File: config.mk
export PLATFORM = sky130hd
export DESIGN_NAME = utf16be_to_utf8_transcoder
export DESIGN_NICKNAME = d
export VERILOG_FILES = /design/src/rtl/core/u16u8_pkg.sv /design/src/rtl/core/u16u8_encode.sv /design/src/rtl/core/u16u8_emit.sv /design/src/rtl/core/utf16be_to_utf8_transcoder.sv
export SDC_FILE = /design/constraint.sdc
export NUM_CORES = 1
export LEC_CHECK = 0
export BUFFER_PORTS_ARGS = -buffer_cell sky130_fd_sc_hd__buf_2
export CAP_MARGIN = 40
export CORE_AREA = 3 3 104 106
export CTS_CLUSTER_DIAMETER = 30
export CTS_CLUSTER_SIZE = 8
export DETAILED_ROUTE_END_ITERATION = 8
export DIE_AREA = 0 0 107 109
export HOLD_SLACK_MARGIN = 0.03
export PLACE_DENSITY_LB_ADDON = 0.15
export REMOVE_ABC_BUFFERS = 1
export SETUP_SLACK_MARGIN = 0.05
export SLEW_MARGIN = 20
export SYNTH_ARGS = -nofsm -noshare
export SYNTH_HDL_FRONTEND = slang
export SYNTH_SLANG_ARGS = --single-unit
export TNS_END_PERCENT = 1
File: constraint.sdc
create_clock -name clk -period 17 [get_ports clk]
set_clock_uncertainty 0.15 [all_clocks]
set_input_delay 0.85 -clock clk [delete_from_list [all_inputs] [get_ports clk]]
set_output_delay 0.85 -clock clk [all_outputs]
set_load 0.01 [all_outputs]
File: src/rtl/core/u16u8_pkg.sv
`timescale 1ns / 1ps
// ---------------------------------------------------------------------------
// u16u8_pkg
// Shared types and constants for the UTF-16BE to UTF-8 transcoder.
// ---------------------------------------------------------------------------
package u16u8_pkg;

	// limits and reset values
	localparam int          MAX_UNITS        = 512;
	localparam logic [9:0]  BYTE_LIMIT_RESET = 10'd510;

	// code unit classification masks
	localparam logic [15:0] MASK_ONE_BYTE  = 16'hff80;
	localparam logic [15:0] MASK_TWO_BYTE  = 16'hf800;
	localparam logic [15:0] MASK_SURR      = 16'hfc00;
	localparam logic [15:0] HIGH_SURR_BASE = 16'hd800;
	localparam logic [10:0] PLANE_OFFSET   = 11'h040;

	// utf-8 lead and continuation marks
	localparam logic [7:0]  LEAD_TWO  = 8'hc0;
	localparam logic [7:0]  LEAD_THREE = 8'he0;
	localparam logic [7:0]  LEAD_FOUR = 8'hf0;
	localparam logic [7:0]  CONT_MARK = 8'h80;

	// everything one code unit produces, handed from encoder to emitter
	typedef struct packed {
		logic [3:0][7:0] seq;
		logic [2:0]      nbytes;
		logic            summary;
		logic [10:0]     src;
		logic [9:0]      dst;
		logic            status;
	} bundle_t;

endpackage

File: src/rtl/core/u16u8_encode.sv
`timescale 1ns / 1ps
// ---------------------------------------------------------------------------
// u16u8_encode
// Per-string state and the encoder that turns one code unit into a bundle
// of up to four UTF-8 bytes plus an optional end-of-string summary.
// ---------------------------------------------------------------------------
module u16u8_encode (
	input  logic                 clk,
	input  logic                 arst_n,
	input  logic [15:0]          unit,
	input  logic                 last,
	input  logic                 fire,
	input  logic [9:0]           limit,
	output u16u8_pkg::bundle_t   bundle,
	output logic                 has_results
);

	logic [9:0]  pend_bits_q;
	logic        pend_valid_q;
	logic [10:0] src_q;
	logic [9:0]  dst_q;
	logic        halted_q;

	logic [9:0]  pend_bits_n;
	logic        pend_valid_n;
	logic [10:0] src_n;
	logic [9:0]  dst_n;
	logic        halted_n;

	logic [3:0][7:0] seq;
	logic [2:0]  len;
	logic [1:0]  units;
	logic [10:0] hi_off;
	logic [20:0] val;
	logic [10:0] dst_sum;
	logic [12:0] unit_sum;
	logic        no_room;

	// surrogate pair code point
	assign hi_off = {1'b0, pend_bits_q} + u16u8_pkg::PLANE_OFFSET;
	assign val    = {hi_off[10:0], unit[9:0]};

	// encode and next-state
	always_comb begin
		seq          = '0;
		len          = 3'd0;
		units        = 2'd1;
		pend_bits_n  = pend_bits_q;
		pend_valid_n = pend_valid_q;
		src_n        = src_q;
		dst_n        = dst_q;
		halted_n     = halted_q;

		if (halted_q) begin
			pend_valid_n = 1'b0;
		end else if (pend_valid_q) begin
			seq[0]       = u16u8_pkg::LEAD_FOUR | {5'b0, val[20:18]};
			seq[1]       = u16u8_pkg::CONT_MARK | {2'b0, val[17:12]};
			seq[2]       = u16u8_pkg::CONT_MARK | {2'b0, val[11:6]};
			seq[3]       = u16u8_pkg::CONT_MARK | {2'b0, val[5:0]};
			len          = 3'd4;
			units        = 2'd2;
			pend_valid_n = 1'b0;
			pend_bits_n  = '0;
		end else if ((unit & u16u8_pkg::MASK_ONE_BYTE) == 16'h0000) begin
			seq[0] = unit[7:0];
			len    = 3'd1;
		end else if ((unit & u16u8_pkg::MASK_TWO_BYTE) == 16'h0000) begin
			seq[0] = u16u8_pkg::LEAD_TWO | {3'b0, unit[10:6]};
			seq[1] = u16u8_pkg::CONT_MARK | {2'b0, unit[5:0]};
			len    = 3'd2;
		end else if ((unit & u16u8_pkg::MASK_SURR) != u16u8_pkg::HIGH_SURR_BASE) begin
			seq[0] = u16u8_pkg::LEAD_THREE | {4'b0, unit[15:12]};
			seq[1] = u16u8_pkg::CONT_MARK | {2'b0, unit[11:6]};
			seq[2] = u16u8_pkg::CONT_MARK | {2'b0, unit[5:0]};
			len    = 3'd3;
		end else if (!last) begin
			pend_bits_n  = unit[9:0];
			pend_valid_n = 1'b1;
		end

		// capacity and unit cap check
		dst_sum  = {1'b0, dst_q} + {8'b0, len};
		unit_sum = {3'b0, src_q[10:1]} + {11'b0, units};
		no_room  = (dst_sum > {1'b0, limit}) ||
			(unit_sum > 13'(u16u8_pkg::MAX_UNITS));

		if (len != 3'd0) begin
			if (no_room) begin
				halted_n = 1'b1;
				len      = 3'd0;
			end else begin
				dst_n = dst_sum[9:0];
				src_n = src_q + {8'b0, units, 1'b0};
			end
		end

		bundle.seq     = seq;
		bundle.nbytes  = len;
		bundle.summary = last;
		bundle.src     = src_n;
		bundle.dst     = dst_n;
		bundle.status  = (dst_n == 10'd0);
		has_results    = (len != 3'd0) || last;

		// end of string returns the state to its reset values
		if (last) begin
			pend_bits_n  = '0;
			pend_valid_n = 1'b0;
			src_n        = '0;
			dst_n        = '0;
			halted_n     = 1'b0;
		end
	end

	// per-string state
	always_ff @(posedge clk or negedge arst_n) begin
		if (!arst_n) begin
			pend_bits_q  <= '0;
			pend_valid_q <= 1'b0;
			src_q        <= '0;
			dst_q        <= '0;
			halted_q     <= 1'b0;
		end else if (fire) begin
			pend_bits_q  <= pend_bits_n;
			pend_valid_q <= pend_valid_n;
			src_q        <= src_n;
			dst_q        <= dst_n;
			halted_q     <= halted_n;
		end
	end

endmodule

File: src/rtl/core/u16u8_emit.sv
`timescale 1ns / 1ps
// ---------------------------------------------------------------------------
// u16u8_emit
// Result register holding one bundle and the serializer that presents its
// bytes and summary one request per cycle while out_ready is high.
// ---------------------------------------------------------------------------
module u16u8_emit (
	input  logic               clk,
	input  logic               arst_n,
	input  logic               load,
	input  u16u8_pkg::bundle_t bundle,
	output logic               can_load,
	output logic               out_valid,
	input  logic               out_ready,
	output logic [7:0]         utf8_byte,
	output logic               is_summary,
	output logic               run_end,
	output logic [10:0]        source_bytes_used,
	output logic [9:0]         bytes_written,
	output logic               status
);

	u16u8_pkg::bundle_t bundle_s2;
	logic               valid_s2;
	logic [2:0]         idx_q;
	logic [2:0]         total;
	logic               in_bytes;
	logic               done;

	assign total     = bundle_s2.nbytes + {2'b0, bundle_s2.summary};
	assign in_bytes  = idx_q < bundle_s2.nbytes;
	assign run_end   = (idx_q == total - 3'd1);
	assign out_valid = valid_s2;
	assign done      = valid_s2 && out_ready && run_end;
	assign can_load  = !valid_s2 || done;

	// current result selection
	always_comb begin
		if (in_bytes) begin
			utf8_byte         = bundle_s2.seq[idx_q[1:0]];
			is_summary        = 1'b0;
			source_bytes_used = '0;
			bytes_written     = '0;
			status            = 1'b0;
		end else begin
			utf8_byte         = '0;
			is_summary        = 1'b1;
			source_bytes_used = bundle_s2.src;
			bytes_written     = bundle_s2.dst;
			status            = bundle_s2.status;
		end
	end

	// bundle payload
	always_ff @(posedge clk) begin
		if (load) begin
			bundle_s2 <= bundle;
		end
	end

	// serializer control
	always_ff @(posedge clk or negedge arst_n) begin
		if (!arst_n) begin
			valid_s2 <= 1'b0;
			idx_q    <= '0;
		end else if (load) begin
			valid_s2 <= 1'b1;
			idx_q    <= '0;
		end else if (done) begin
			valid_s2 <= 1'b0;
			idx_q    <= '0;
		end else if (valid_s2 && out_ready) begin
			idx_q <= idx_q + 3'd1;
		end
	end

endmodule

File: src/rtl/core/utf16be_to_utf8_transcoder.sv
`timescale 1ns / 1ps
// ---------------------------------------------------------------------------
// utf16be_to_utf8_transcoder
// Converts big-endian UTF-16 code units to UTF-8 bytes with a per-string
// byte limit and an end-of-string summary.
// ---------------------------------------------------------------------------
// channel | handshake            | payload
// in      | in_valid / in_ready  | code_unit, last_unit
// out     | out_valid / out_ready| utf8_byte, is_summary, run_end,
//         |                      | source_bytes_used, bytes_written, status
// cfg     | cfg_valid / cfg_ready| cfg_byte_limit
//
// A unit is registered on accept, then encoded and loaded into the result
// register once that register can take it; its first result is offered
// as soon as it is loaded.
// The byte-wide output port presents a unit's results one at a time, up to 5
// (four bytes and a summary); a unit with no result skips the result register.
// Input is taken while the result register drains; stalls on out only back
// up once both the input and result registers are full.
// Reset clears all string state and sets the byte limit to 510.
// ---------------------------------------------------------------------------
module utf16be_to_utf8_transcoder (
	input  logic        clk,
	input  logic        arst_n,
	input  logic        in_valid,
	output logic        in_ready,
	input  logic [15:0] code_unit,
	input  logic        last_unit,
	output logic        out_valid,
	input  logic        out_ready,
	output logic [7:0]  utf8_byte,
	output logic        is_summary,
	output logic        run_end,
	output logic [10:0] source_bytes_used,
	output logic [9:0]  bytes_written,
	output logic        status,
	input  logic        cfg_valid,
	output logic        cfg_ready,
	input  logic [9:0]  cfg_byte_limit
);

	logic               valid_s1;
	logic [15:0]        unit_s1;
	logic               last_s1;
	logic [9:0]         limit_q;
	u16u8_pkg::bundle_t bundle;
	logic               has_results;
	logic               can_load;
	logic               fire;

	assign cfg_ready = 1'b1;
	assign fire      = valid_s1 && (!has_results || can_load);
	assign in_ready  = !valid_s1 || fire;

	// byte limit register
	always_ff @(posedge clk or negedge arst_n) begin
		if (!arst_n) begin
			limit_q <= u16u8_pkg::BYTE_LIMIT_RESET;
		end else if (cfg_valid && cfg_ready) begin
			limit_q <= cfg_byte_limit;
		end
	end

	// input register
	always_ff @(posedge clk or negedge arst_n) begin
		if (!arst_n) begin
			valid_s1 <= 1'b0;
		end else if (in_ready) begin
			valid_s1 <= in_valid;
		end
	end

	always_ff @(posedge clk) begin
		if (in_valid && in_ready) begin
			unit_s1 <= code_unit;
			last_s1 <= last_unit;
		end
	end

	u16u8_encode u_encode (
		.clk         (clk),
		.arst_n      (arst_n),
		.unit        (unit_s1),
		.last        (last_s1),
		.fire        (fire),
		.limit       (limit_q),
		.bundle      (bundle),
		.has_results (has_results)
	);

	u16u8_emit u_emit (
		.clk               (clk),
		.arst_n            (arst_n),
		.load              (fire && has_results),
		.bundle            (bundle),
		.can_load          (can_load),
		.out_valid         (out_valid),
		.out_ready         (out_ready),
		.utf8_byte         (utf8_byte),
		.is_summary        (is_summary),
		.run_end           (run_end),
		.source_bytes_used (source_bytes_used),
		.bytes_written     (bytes_written),
		.status            (status)
	);

endmodule

### Yosys cells after proc, flatten, opt, wreduce, memory -nomap -nowiden

Cells that the tools add are included.

* bits in registers: 123
* bits of input ports: 32

* $add $sub $neg: 7
* magnitude comparators: 4
* equality and inequality tests: 6
* muxes and demuxes: 49
* bitwise operators: 1
* reduce and logical (&&, ||, !) cells: 27

Operator list (number)
* two-way mux 10 bit: 10
* two-way mux 24 bit: 2
* two-way mux 11 bit: 4
* two-way mux 8 bit: 5
* zero test 16 bit: 2
* two-way mux 16 bit: 2
* two-way mux 3 bit: 9
* binary-select mux 8 bit (select 2 bit): 1
* > comparator 13 x 10 -> 1 bit, second input constant: 1
* two-way mux 1 bit: 13
* adder 10 x 2 -> 11 bit: 1
* adder 10 x 3 -> 11 bit: 1
* adder 10 x 7 -> 11 bit, second input constant: 1
* adder 11 x 3 -> 11 bit: 1
* > comparator 11 x 10 -> 1 bit: 1
* zero test 10 bit: 1
* inequality test 3 x 2 -> 1 bit, second input constant: 3
* nonzero test 3 bit: 3
* two-way mux 2 bit: 3
* inequality test 6 bit, second input constant: 1
* nonzero test 2 bit: 3
* logical AND 1 bit: 5
* logical OR 1 bit: 5
* AND reduction 5 bit: 1
* 12 further kinds: 15

### Logic depth before layout (Yosys ltp)

Gate-level depths: netlist of the first run.

* word-level depth: 18
* gate-level depth with buffers: 23

### Modules after synthesis

From an unflattened synthesis of the first run, not the netlist that was laid out.

* cell total of the unflattened synthesis: 554
* area, all modules: 6485.0 um^2

Modules (own cells, without submodules)
* u16u8_encode: instances 1, cells an instance 372, area an instance 3009.1 um^2
* u16u8_emit: instances 1, cells an instance 135, area an instance 2469.9 um^2
* utf16be_to_utf8_transcoder: instances 1, cells an instance 47, area an instance 1006.0 um^2

### Least setup slack after synthesis of the first run

OpenSTA, ideal clock, no wires.

* path kind: register -> register
* start: reg unit_s1[8]
* end: reg u_emit.bundle_s2[0] (netlist name) (enable)
* arrival time: 5.869 ns
* required time: 16.440 ns
* setup slack: 10.571 ns
* stages on the path, launching flop included: 21
* clock period less this slack: 6.429 ns
* cells stage by stage: edfxtp_1 > nor4_1 > nand2_1 > nand2_1 > nor2_1 > ha_1 > a21o_1 > a21oi_1 > nor2_1 > and3_1 > clkbuf_1 > nand3_1 > xnor2_1 > ha_1 > a21oi_2 > or4b_1 > a32o_1 > or3_4 > nor2_2 > o21ai_1 > inv_1

* longest elaborated chain between the ends: 15
* elaborated cells on any way between the ends: 16
* those cells by class: add/sub (1); order compare (1); mux (5); reduce/logical (9)

RTL lines
* from (decl): line utf16be_to_utf8_transcoder.sv:43 `logic [15:0] unit_s1;`
* from (signal assigned): line utf16be_to_utf8_transcoder.sv:75 `unit_s1 <= code_unit;`
* zero test 16 bit (*): line u16u8_encode.sv:65 `end else if ((unit & u16u8_pkg::MASK_ONE_BYTE) == 16'h0000) begin`
* two-way mux 3 bit (*): line u16u8_encode.sv:65
* two-way mux 3 bit (*): line u16u8_encode.sv:56 `end else if (pend_valid_q) begin`
* two-way mux 3 bit (*): line u16u8_encode.sv:54 `if (halted_q) begin`
* adder 10 x 3 -> 11 bit: line u16u8_encode.sv:83 `dst_sum = {1'b0, dst_q} + {8'b0, len};`
* > comparator 11 x 10 -> 1 bit: line u16u8_encode.sv:85 `no_room = (dst_sum > {1'b0, limit}) ||`
* logical OR 1 bit: line u16u8_encode.sv:85
* two-way mux 3 bit: line u16u8_encode.sv:89 `if (no_room) begin`
* two-way mux 3 bit (*): line u16u8_encode.sv:88 `if (len != 3'd0) begin`
* nonzero test 3 bit (*): line u16u8_encode.sv:104 `has_results = (len != 3'd0) || last;`
* logical OR 1 bit (*): line u16u8_encode.sv:104
* zero test 1 bit: line utf16be_to_utf8_transcoder.sv:52 `assign fire = valid_s1 && (!has_results || can_load);`
* logical OR 1 bit: line utf16be_to_utf8_transcoder.sv:52
* logical AND 1 bit: line utf16be_to_utf8_transcoder.sv:52
* logical AND 1 bit (*): line utf16be_to_utf8_transcoder.sv:94 `.load (fire && has_results),`
* net u_emit.load: line u16u8_emit.sv:10 `input logic load,`
* to (signal assigned): line u16u8_emit.sv:57 `bundle_s2 <= bundle;`
* to (decl): line u16u8_emit.sv:23 `u16u8_pkg::bundle_t bundle_s2;`

The timed path passes the listed nets; every way through them passes the cells marked *.
A chain may end at the register's enable or synchronous reset.

### Final worst setup path of the first run

* start: reg unit_s1[11]
* end: out in_ready

* longest elaborated chain between the ends: 17
* elaborated cells on any way between the ends: 20
* those cells by class: add/sub (1); order compare (1); eq/ne (1); mux (7); reduce/logical (10)

RTL lines
* inequality test 6 bit: line u16u8_encode.sv:72 `end else if ((unit & u16u8_pkg::MASK_SURR) != u16u8_pkg::HIGH_SURR_BASE) begin`
* two-way mux 2 bit: line u16u8_encode.sv:72
* two-way mux 3 bit: line u16u8_encode.sv:68 `end else if ((unit & u16u8_pkg::MASK_TWO_BYTE) == 16'h0000) begin`
* two-way mux 3 bit (*): line u16u8_encode.sv:65
* two-way mux 3 bit (*): line u16u8_encode.sv:56
* two-way mux 3 bit (*): line u16u8_encode.sv:54
* adder 10 x 3 -> 11 bit: line u16u8_encode.sv:83
* > comparator 11 x 10 -> 1 bit: line u16u8_encode.sv:85
* logical OR 1 bit: line u16u8_encode.sv:85
* two-way mux 3 bit: line u16u8_encode.sv:89
* two-way mux 3 bit (*): line u16u8_encode.sv:88
* nonzero test 3 bit (*): line u16u8_encode.sv:104
* logical OR 1 bit (*): line u16u8_encode.sv:104
* zero test 1 bit (*): line utf16be_to_utf8_transcoder.sv:52
* logical OR 1 bit (*): line utf16be_to_utf8_transcoder.sv:52
* logical AND 1 bit (*): line utf16be_to_utf8_transcoder.sv:52
* logical OR 1 bit (*): line utf16be_to_utf8_transcoder.sv:53 `assign in_ready = !valid_s1 || fire;`
* to (decl): line utf16be_to_utf8_transcoder.sv:26 `output logic in_ready,`

Every way passes the cells marked *; elsewhere a longest branch is shown, timed or not.

==> results.md, run 1 <==
- Vias in the first global route: 4779
- Max clock buf depth: 2
- Final setup violating endpoints: 0
- Arrival @ worst endpoint: 7.24 ns
- Reg clk slew, reported paths: 0.06 ns
- Final Critical Period: 8.237 ns
- Root Driver: clkbuf_8
- # DRC: 0
- Slew HR: 42.85%
- Max Cap Viol: 0
- Finished Cell Area: 0.007381 mm²
- Number of DRC markers in iteration 0: 488
- Hold_buf cts: 0
- Dpl cells: 767
- Initial Util: 64.79%
- Setup TNS: 0 ns
- Die W: 107 µm
- Post-route ant nets: 0
- Fill cell count: 665
- Predominant post-synthesis flop cell: edfxtp_1
- Ys Warns: 0
- Cells on worst reg2reg path: 22
- I/O pins: 67
- Gate Count Post-Synth: 601
- Crit path launch type: register
- Post-synth cell types: 66
- H-tree depth: 4
- Required time worst endpoint: 16.00 ns
- Area delta synth->final: 15.49%
- Final max-slew violation count: 0
- Pwr/cell area: 195.5 mW/mm²
- Wire per inst: 18.96 µm
- Yosys top cell by area: edfxtp_1
- Max VDD drop: 0.1388 mV
- Post_cts resized: 0
- Row cnt: 36
- Yosys reg bits: 118
- Post-synth top area share: 33.36%
- Final hold vios: 0
- Routing usage on met3: 6.454%
- GR Util All Layers: 27.40%
- DR vias/cell: 6.138
- Ranking of synthesized cells by area: edfxtp_1 33%, dfrtp_1 15%, ha_1 4.1%, nand2_1 3.8%, dfstp_2 3.3%
- GR Util met1: 37.52%
- GR peak layer: met2
- Post-synth ARST share: 39.83%
- Die area: 0.01166 mm²
- Clk Latency, worst-skew pair: 0.52 ns
- ANT cells: 0
- Core area: 0.009864 mm²
- Layout cells sized above 1: 19.37%
- Nets: 713
- Fin crit share: 48.45%
- Port Buf Inserts: 64
- Crit-path max FO: 18
- RSZ-0062 raised after global routing: no
- Post-CTS Setup Inserts: 0
- Worst hold slack: 0.2803 ns
- Die height: 109 µm
- Leak: 0.003151 µW
- Synthesized area per cell: 10.63 µm²
- CTS Buf Count: 17
- Largest net degree at the start of global routing: 48
- Hold Crit Class: primary input to asynchronous set/reset pin
- Finished Layout Cells: 804
- Post-Syn Area: 0.006391 mm²
- Worst Setup End Kind: output pin
- Tot Pwr: 1443 µW
- Global route total overflow: 0
- Placed cell areas: 0.006764 mm²
- RD Place Congestion: 0.9024
- Drt pass-1 iters: 5
- Hpwl dp: 9.924 mm
- First-pass GRT wire length: 24.50 mm
- Kind of critical path: register to output pin
- Worst-Margin Slew: 0.8540 ns
- Fmax: 121.4 MHz
- CTS tree: done
- Via count: 4935
- Post-synthesis sequential area ratio: 51.92%
- M2 GR Usage: 43.75%
- Post-synth EDFFs: 71
- Initial antenna violation count: 0
- Final WL: 15.24 mm
- Run status: completed
- Clk sinks: 118
-- flip-flops by register name (all words and copies together) (netlist names) --
register               cells
u_emit.bundle_s2          54
u_encode.pend_valid_q      1
u_encode.halted_q          1
unit_s1                   16
u_emit.out_valid           1
last_s1                    1
u_encode.dst_q            10
valid_s1                   1
u_encode.pend_bits_q      10
u_emit.idx_q               3
u_encode.src_q            10
limit_q                   10
-- path summary, 6_finish.rpt --
| check | to | slack [ns] | start |
|---|---|---|---|
| setup / recovery | in_ready | 8.76 | unit_s1[11]$_DFFE_PP_ |
| hold / removal | u_encode.src_q[10]$_DFFE_PN0P_ | 0.28 | arst_n |
| setup reg to reg | u_emit.bundle_s2[43]$_SDFFCE_PP0P_ | 9.49 | unit_s1[11]$_DFFE_PP_ |
| hold reg to reg | limit_q[1]$_DFFE_PN1P_ | 0.37 | limit_q[1]$_DFFE_PN1P_ |
| max in group asynchronous | u_encode.dst_q[7]$_DFFE_PN0P_ | 15.97 | arst_n |
| min in group clk | unit_s1[14]$_DFFE_PP_ | 0.35 | code_unit[14] |
-- routing by layer --
layer | share of wire (%) | routed length, µm
met1 | 43 | 6598
met2 | 47 | 7169
met3 | 8.1 | 1240
met4 | 1.5 | 233
met5 | 0 | 0
-- cell usage after synthesis (all sizes together), types with 12 or more instances --
library cell	number
edfxtp	71
nand2	64
dfrtp	39
nor2	39
inv	37
a21oi	29
and2	29
o21ai	29
xnor2	25
clkbuf	21
ha	21
buf	14
and3	13
mux2i	12
nand3	12
-- logic make-up (layout without fill, tap and decap cells) --
logic type               count (synthesis)  count (layout)  synth area share (%)
AND/OR/NAND/NOR                        206             206                 16.46
AO/OA/AOI/OAI                          127             127                 13.06
flip-flops                             118             118                 51.92
buffers and inverters                   73             143                 4.679
XOR/XNOR                                32              32                 4.503
adder cells (fa/ha/maj)                 23              23                 4.738
multiplexers                            20              20                 4.522
other                                    2               2                0.1175
-- layout make-up --
| cell class | instances | area (µm²) | share of cell area (%) |
|---|---|---|---|
| Sequential cell | 118 | 3318 | 44.96 |
| Multi-Input combinational cell | 410 | 2774 | 37.58 |
| Clock buffer | 17 | 414.1 | 5.611 |
| Timing Repair Buffer | 73 | 412.9 | 5.594 |
| Tap cell | 133 | 166.4 | 2.255 |
| Clock inverter | 15 | 152.6 | 2.068 |
| Inverter | 38 | 142.6 | 1.933 |
-- power by group --
part / total [µW] / internal [µW] / switching, µW / leakage (µW)
clock network: 340 / 209 / 132 / 0.000270
logic: 581 / 228 / 353 / 0.00163
registers: 522 / 444 / 77.4 / 0.00125
total: 1440 / 881 / 562 / 0.00315
-- stage by stage --
step           util [%]  setup WS, ns
2_1_floorplan         -         9.953
3_3_place_gp      68.37         9.526
3_5_place_dp      68.57         9.162
4_1_cts           74.32         8.409
5_1_grt           74.82         8.270
6_report          74.82         8.763
-- cell usage in the layout, fill, tap and decap left out, types with 3 or more instances in the layout --
| cell | netlist | final |
|---|---|---|
| inv_6 | 0 | 4 |
| inv_1 | 37 | 36 |
| o31ai_1 | 11 | 11 |
| o21ai_0 | 28 | 28 |
| a31oi_1 | 8 | 8 |
| xor2_1 | 7 | 7 |
| buf_4 | 4 | 4 |
| edfxtp_1 | 71 | 71 |
| xnor2_1 | 24 | 24 |
| nand2b_1 | 5 | 5 |
| o221ai_1 | 3 | 3 |
| o211ai_1 | 4 | 4 |
| dfstp_2 | 8 | 8 |
| nand3_1 | 12 | 12 |
| nand2_1 | 64 | 64 |
| and3_1 | 13 | 13 |
| clkinvlp_4 | 0 | 3 |
| nor3b_1 | 4 | 4 |
| ha_1 | 21 | 21 |
| or4_1 | 5 | 5 |
| o311ai_0 | 3 | 3 |
| a21oi_1 | 28 | 28 |
| mux2i_1 | 12 | 12 |
| nor2_1 | 38 | 38 |
| nand4_1 | 3 | 3 |
| o22ai_1 | 5 | 5 |
| clkbuf_16 | 0 | 16 |
| a22o_1 | 4 | 4 |
| nor3_1 | 10 | 10 |
| clkinv_1 | 1 | 3 |
| a21o_1 | 8 | 8 |
| a22oi_1 | 6 | 6 |
| a211oi_1 | 4 | 4 |
| nor2b_1 | 10 | 10 |
| mux4_2 | 7 | 7 |
| buf_2 | 8 | 64 |
| and2_1 | 29 | 29 |
| dfrtp_1 | 39 | 39 |
-- critical path, stage by stage, from the launching register on --
cell	delay (ns)
edfxtp_1	0.41
or4_1	0.56
nor2_1	0.67
nand2_1	0.29
nand2_1	0.31
nor2_1	0.16
ha_1	0.30
a21o_1	0.18
a21oi_1	0.30
nor2_1	0.16
and3_1	0.30
nand3_1	0.17
xnor2_1	0.14
ha_1	0.27
a21oi_2	0.16
or4b_1	0.46
a32o_1	0.26
nor3_2	0.47
nand2_1	0.51
a21oi_1	0.41
inv_1	0.06
buf_2	0.14
Power figures use the tool's default switching activity.
==> run 2: changes to the inputs <==
- CORE_AREA: 3 3 104 106 -> 3 3 109 111
- DIE_AREA: 0 0 107 109 -> 0 0 112 114
- clock period: 17 -> 8.1 ns (I/O delays scaled with it)
==> results.md, run 2 (synthesis results as in run 1) <==
- Crit-path max FO: 29 (+11)
- Post-route ant nets: 0 (unchanged)
- Run status: completed
- Required time worst endpoint: 8.17 ns (-7.83 ns)
- # DRC: 0 (unchanged)
- Largest reg by FF count: u_emit.bundle_s2
- Row cnt: 38 (+5.6%)
- Cell family with most CP delay: simple AND/OR/NAND/NOR gates
- Worst-path cell chain: or4_1, nor2_1, buf_4, nand2_1, nand2_1, nor2_1, ha_1, a21o_1, a21oi_1, nor2_1, and3_1, nand3_1, xnor2_1, ha_1, a21oi_2, or4b_1, a32o_1, or3_4, nor2_2, buf_4, o21ai_1, inv_2, buf_4
- Initial antenna violation count: 0 (unchanged)
- Hold path cells: 3
- Final WL: 15.02 mm (-1.4%)
- Reg2reg start: unit_s1[11]$_DFFE_PP_
- Core area: 0.01089 mm² (+10%)
- Worst Hold End: limit_q[5]$_DFFE_PN1P_
- Wire per inst: 17.78 µm (-6.2%)
- Arrival @ worst endpoint: 6.92 ns (-0.32 ns)
- Routing usage on met3: 4.138% (-2.3 points)
- RD Place Congestion: 0.9172 (+1.6%)
- Final hold vios: 0 (unchanged)
- Cells on worst reg2reg path: 23 (+4.5%)
- R2R Setup Slk: 1.26 ns (-8.23 ns)
- Post-CTS Setup Inserts: 0 (unchanged)
- CTS tree: done
- Final max-slew violation count: 0 (unchanged)
- Initial Util: 58.70% (-6.1 points)
- Hold Crit Class: primary input to register
- Worst Setup End Kind: register
- M2 GR Usage: 39.01% (-4.7 points)
- GR Util met1: 35.92% (-1.6 points)
- I/O pins: 67 (unchanged)
- Post_cts resized: 0 (unchanged)
- Commonest non-fill, non-tap cell in the layout: edfxtp_1
- H-tree depth: 4 (unchanged)
- First-pass GRT wire length: 25.27 mm (+3.2%)
- Number of DRC markers in iteration 0: 399 (-18%)
- Crit path launch type: register
- Worst Path Buf+Inv: 4 (+2)
- Leak: 0.003300 µW (+4.7%)
- Vias in the first global route: 4946 (+3.5%)
- Nets: 747 (+4.8%)
- ANT cells: 0 (unchanged)
- Port Buf Inserts: 64 (unchanged)
- Die height: 114 µm (+4.6%)
- Max reg flops: 54 (unchanged)
- HP Start: cfg_valid
- Clk sinks: 118 (unchanged)
- Setup TNS: 0 ns (unchanged)
- Final Critical Period: 6.843 ns
- Regs by FF count: u_emit.bundle_s2 (54), unit_s1 (16)
- Reg clk slew, reported paths: 0.06 ns (about the same)
- Largest net degree at the start of global routing: 48 (unchanged)
- Pwr/cell area: 388.9 mW/mm² (+99%)
- Crit-path max cell delay: 0.57 ns (-0.10 ns)
- Finished Layout Cells: 845 (+5.1%)
- Drt pass-1 iters: 5 (unchanged)
- Hpwl dp: 9.884 mm (-0.40%)
- Fmax: 146.1 MHz
- Root Driver: clkbuf_8
- Placed cell areas: 0.006813 mm² (+0.72%)
- Post-layout util: 70.57% (-4.3 points)
- Clk Latency, worst-skew pair: 0.53 ns (about the same)
- Slowest stage cell, crit path: or4_1
- Dpl cells: 781 (+1.8%)
- RSZ-0062 raised after global routing: no
- Global route total overflow: 0 (unchanged)
- Commonest non-fill, non-tap cells in the layout: 71 x edfxtp_1, 64 x nand2_1, 64 x buf_2, 39 x dfrtp_1, 38 x nor2_1
- Final setup violating endpoints: 0 (unchanged)
- Layout cells sized above 1: 18.72% (-0.65 points)
- CTS Buf Count: 17 (unchanged)
- GR peak layer: met2
- Max VDD drop: 0.3009 mV (+120%)
- RR Endpoint: u_emit.bundle_s2[30]$_SDFFCE_PP0P_
- Kind of critical path: register to register
- Area delta synth->final: 20.22%
- Fill cell count: 808 (+22%)
- Die W: 112 µm (+4.7%)
- Max Cap Viol: 0 (unchanged)
- Die area: 0.01277 mm² (+9.5%)
- Fin crit share: 84.48%
- Setup crit start: unit_s1[11]$_DFFE_PP_
- GR Util All Layers: 25.30% (-2.1 points)
- DR vias/cell: 5.863 (-4.5%)
- Via count: 4954 (+0.39%)
- Slew HR: 50.63% (+7.8 points)
- Max clock buf depth: 2 (unchanged)
- Finished Cell Area: 0.007684 mm² (+4.1%)
- Worst-Margin Slew: 0.7405 ns (-0.1135 ns)
run 2: what timing repair did:
item                                    CTS  global route
endpoints found under the hold margin    67             0
hold buffers                             29             0
endpoints found under the setup margin    0             0
run 2: power by group:
group | switching, µW | total, µW | leakage (µW) | internal [µW]
sequential | 139 | 1070 | 0.00125 | 933
clock | 255 | 692 | 0.000275 | 437
combinational | 734 | 1220 | 0.00178 | 489
run 2: layout make-up:
cell class	instances	area (µm²)	area share [%]
flip-flops and latches	118	3318	43.19
multi-input cells	410	2774	36.10
repair buffers	107	728.2	9.477
clock buffers	19	431.7	5.618
well taps	140	175.2	2.280
inverters	38	142.6	1.856
clock inverters	13	113.9	1.482
run 2: routing by layer:
| layer | share of wire, % | vias to the layer above |
|---|---|---|
| li1 | - | 2339 |
| met1 | 46 | 2398 |
| met2 | 46 | 190 |
| met3 | 5.9 | 27 |
| met4 | 2.2 | 0 |
| met5 | 0 | - |
run 2: how the worst max path moves through the flow:
stage                                               endpoint  slack, ns  cells after the start
after floorplan                u_emit.bundle_s2[0]$_DFFE_PP_       1.05                     20
after global placement    u_emit.bundle_s2[54]$_SDFFCE_PN0P_       1.40                     21
after detailed placement  u_emit.bundle_s2[51]$_SDFFCE_PN0P_       1.15                     21
after CTS                 u_emit.bundle_s2[51]$_SDFFCE_PN0P_       1.08                     21
after global routing      u_emit.bundle_s2[45]$_SDFFCE_PP0P_       0.80                     23
final                     u_emit.bundle_s2[30]$_SDFFCE_PP0P_       1.26                     23
run 2: worst register-to-register path, cell delays in order (launching register included):
cell and delay, ns:
edfxtp_1 0.42, or4_1 0.57, nor2_1 0.11, buf_4 0.19
nand2_1 0.16, nand2_1 0.27, nor2_1 0.16, ha_1 0.29
a21o_1 0.18, a21oi_1 0.29, nor2_1 0.16, and3_1 0.28
nand3_1 0.16, xnor2_1 0.16, ha_1 0.28, a21oi_2 0.15
or4b_1 0.45, a32o_1 0.26, or3_4 0.43, nor2_2 0.09
buf_4 0.26, o21ai_1 0.18, inv_2 0.54, buf_4 0.37
run 2: per-stage QoR:
| stage | setup slack, ns | hold WS [ns] | power, µW |
|---|---|---|---|
| finish | 1.257 | 0.08011 | 2988 |
| detailed placement | 1.147 | 0.3499 | 2268 |
| global placement | 1.402 | 0.3516 | 2234 |
| global route | 0.8048 | 0.1109 | 3198 |
| floorplan | 1.053 | -0.04059 | 1841 |
| CTS | 1.081 | 0.05435 | 2980 |
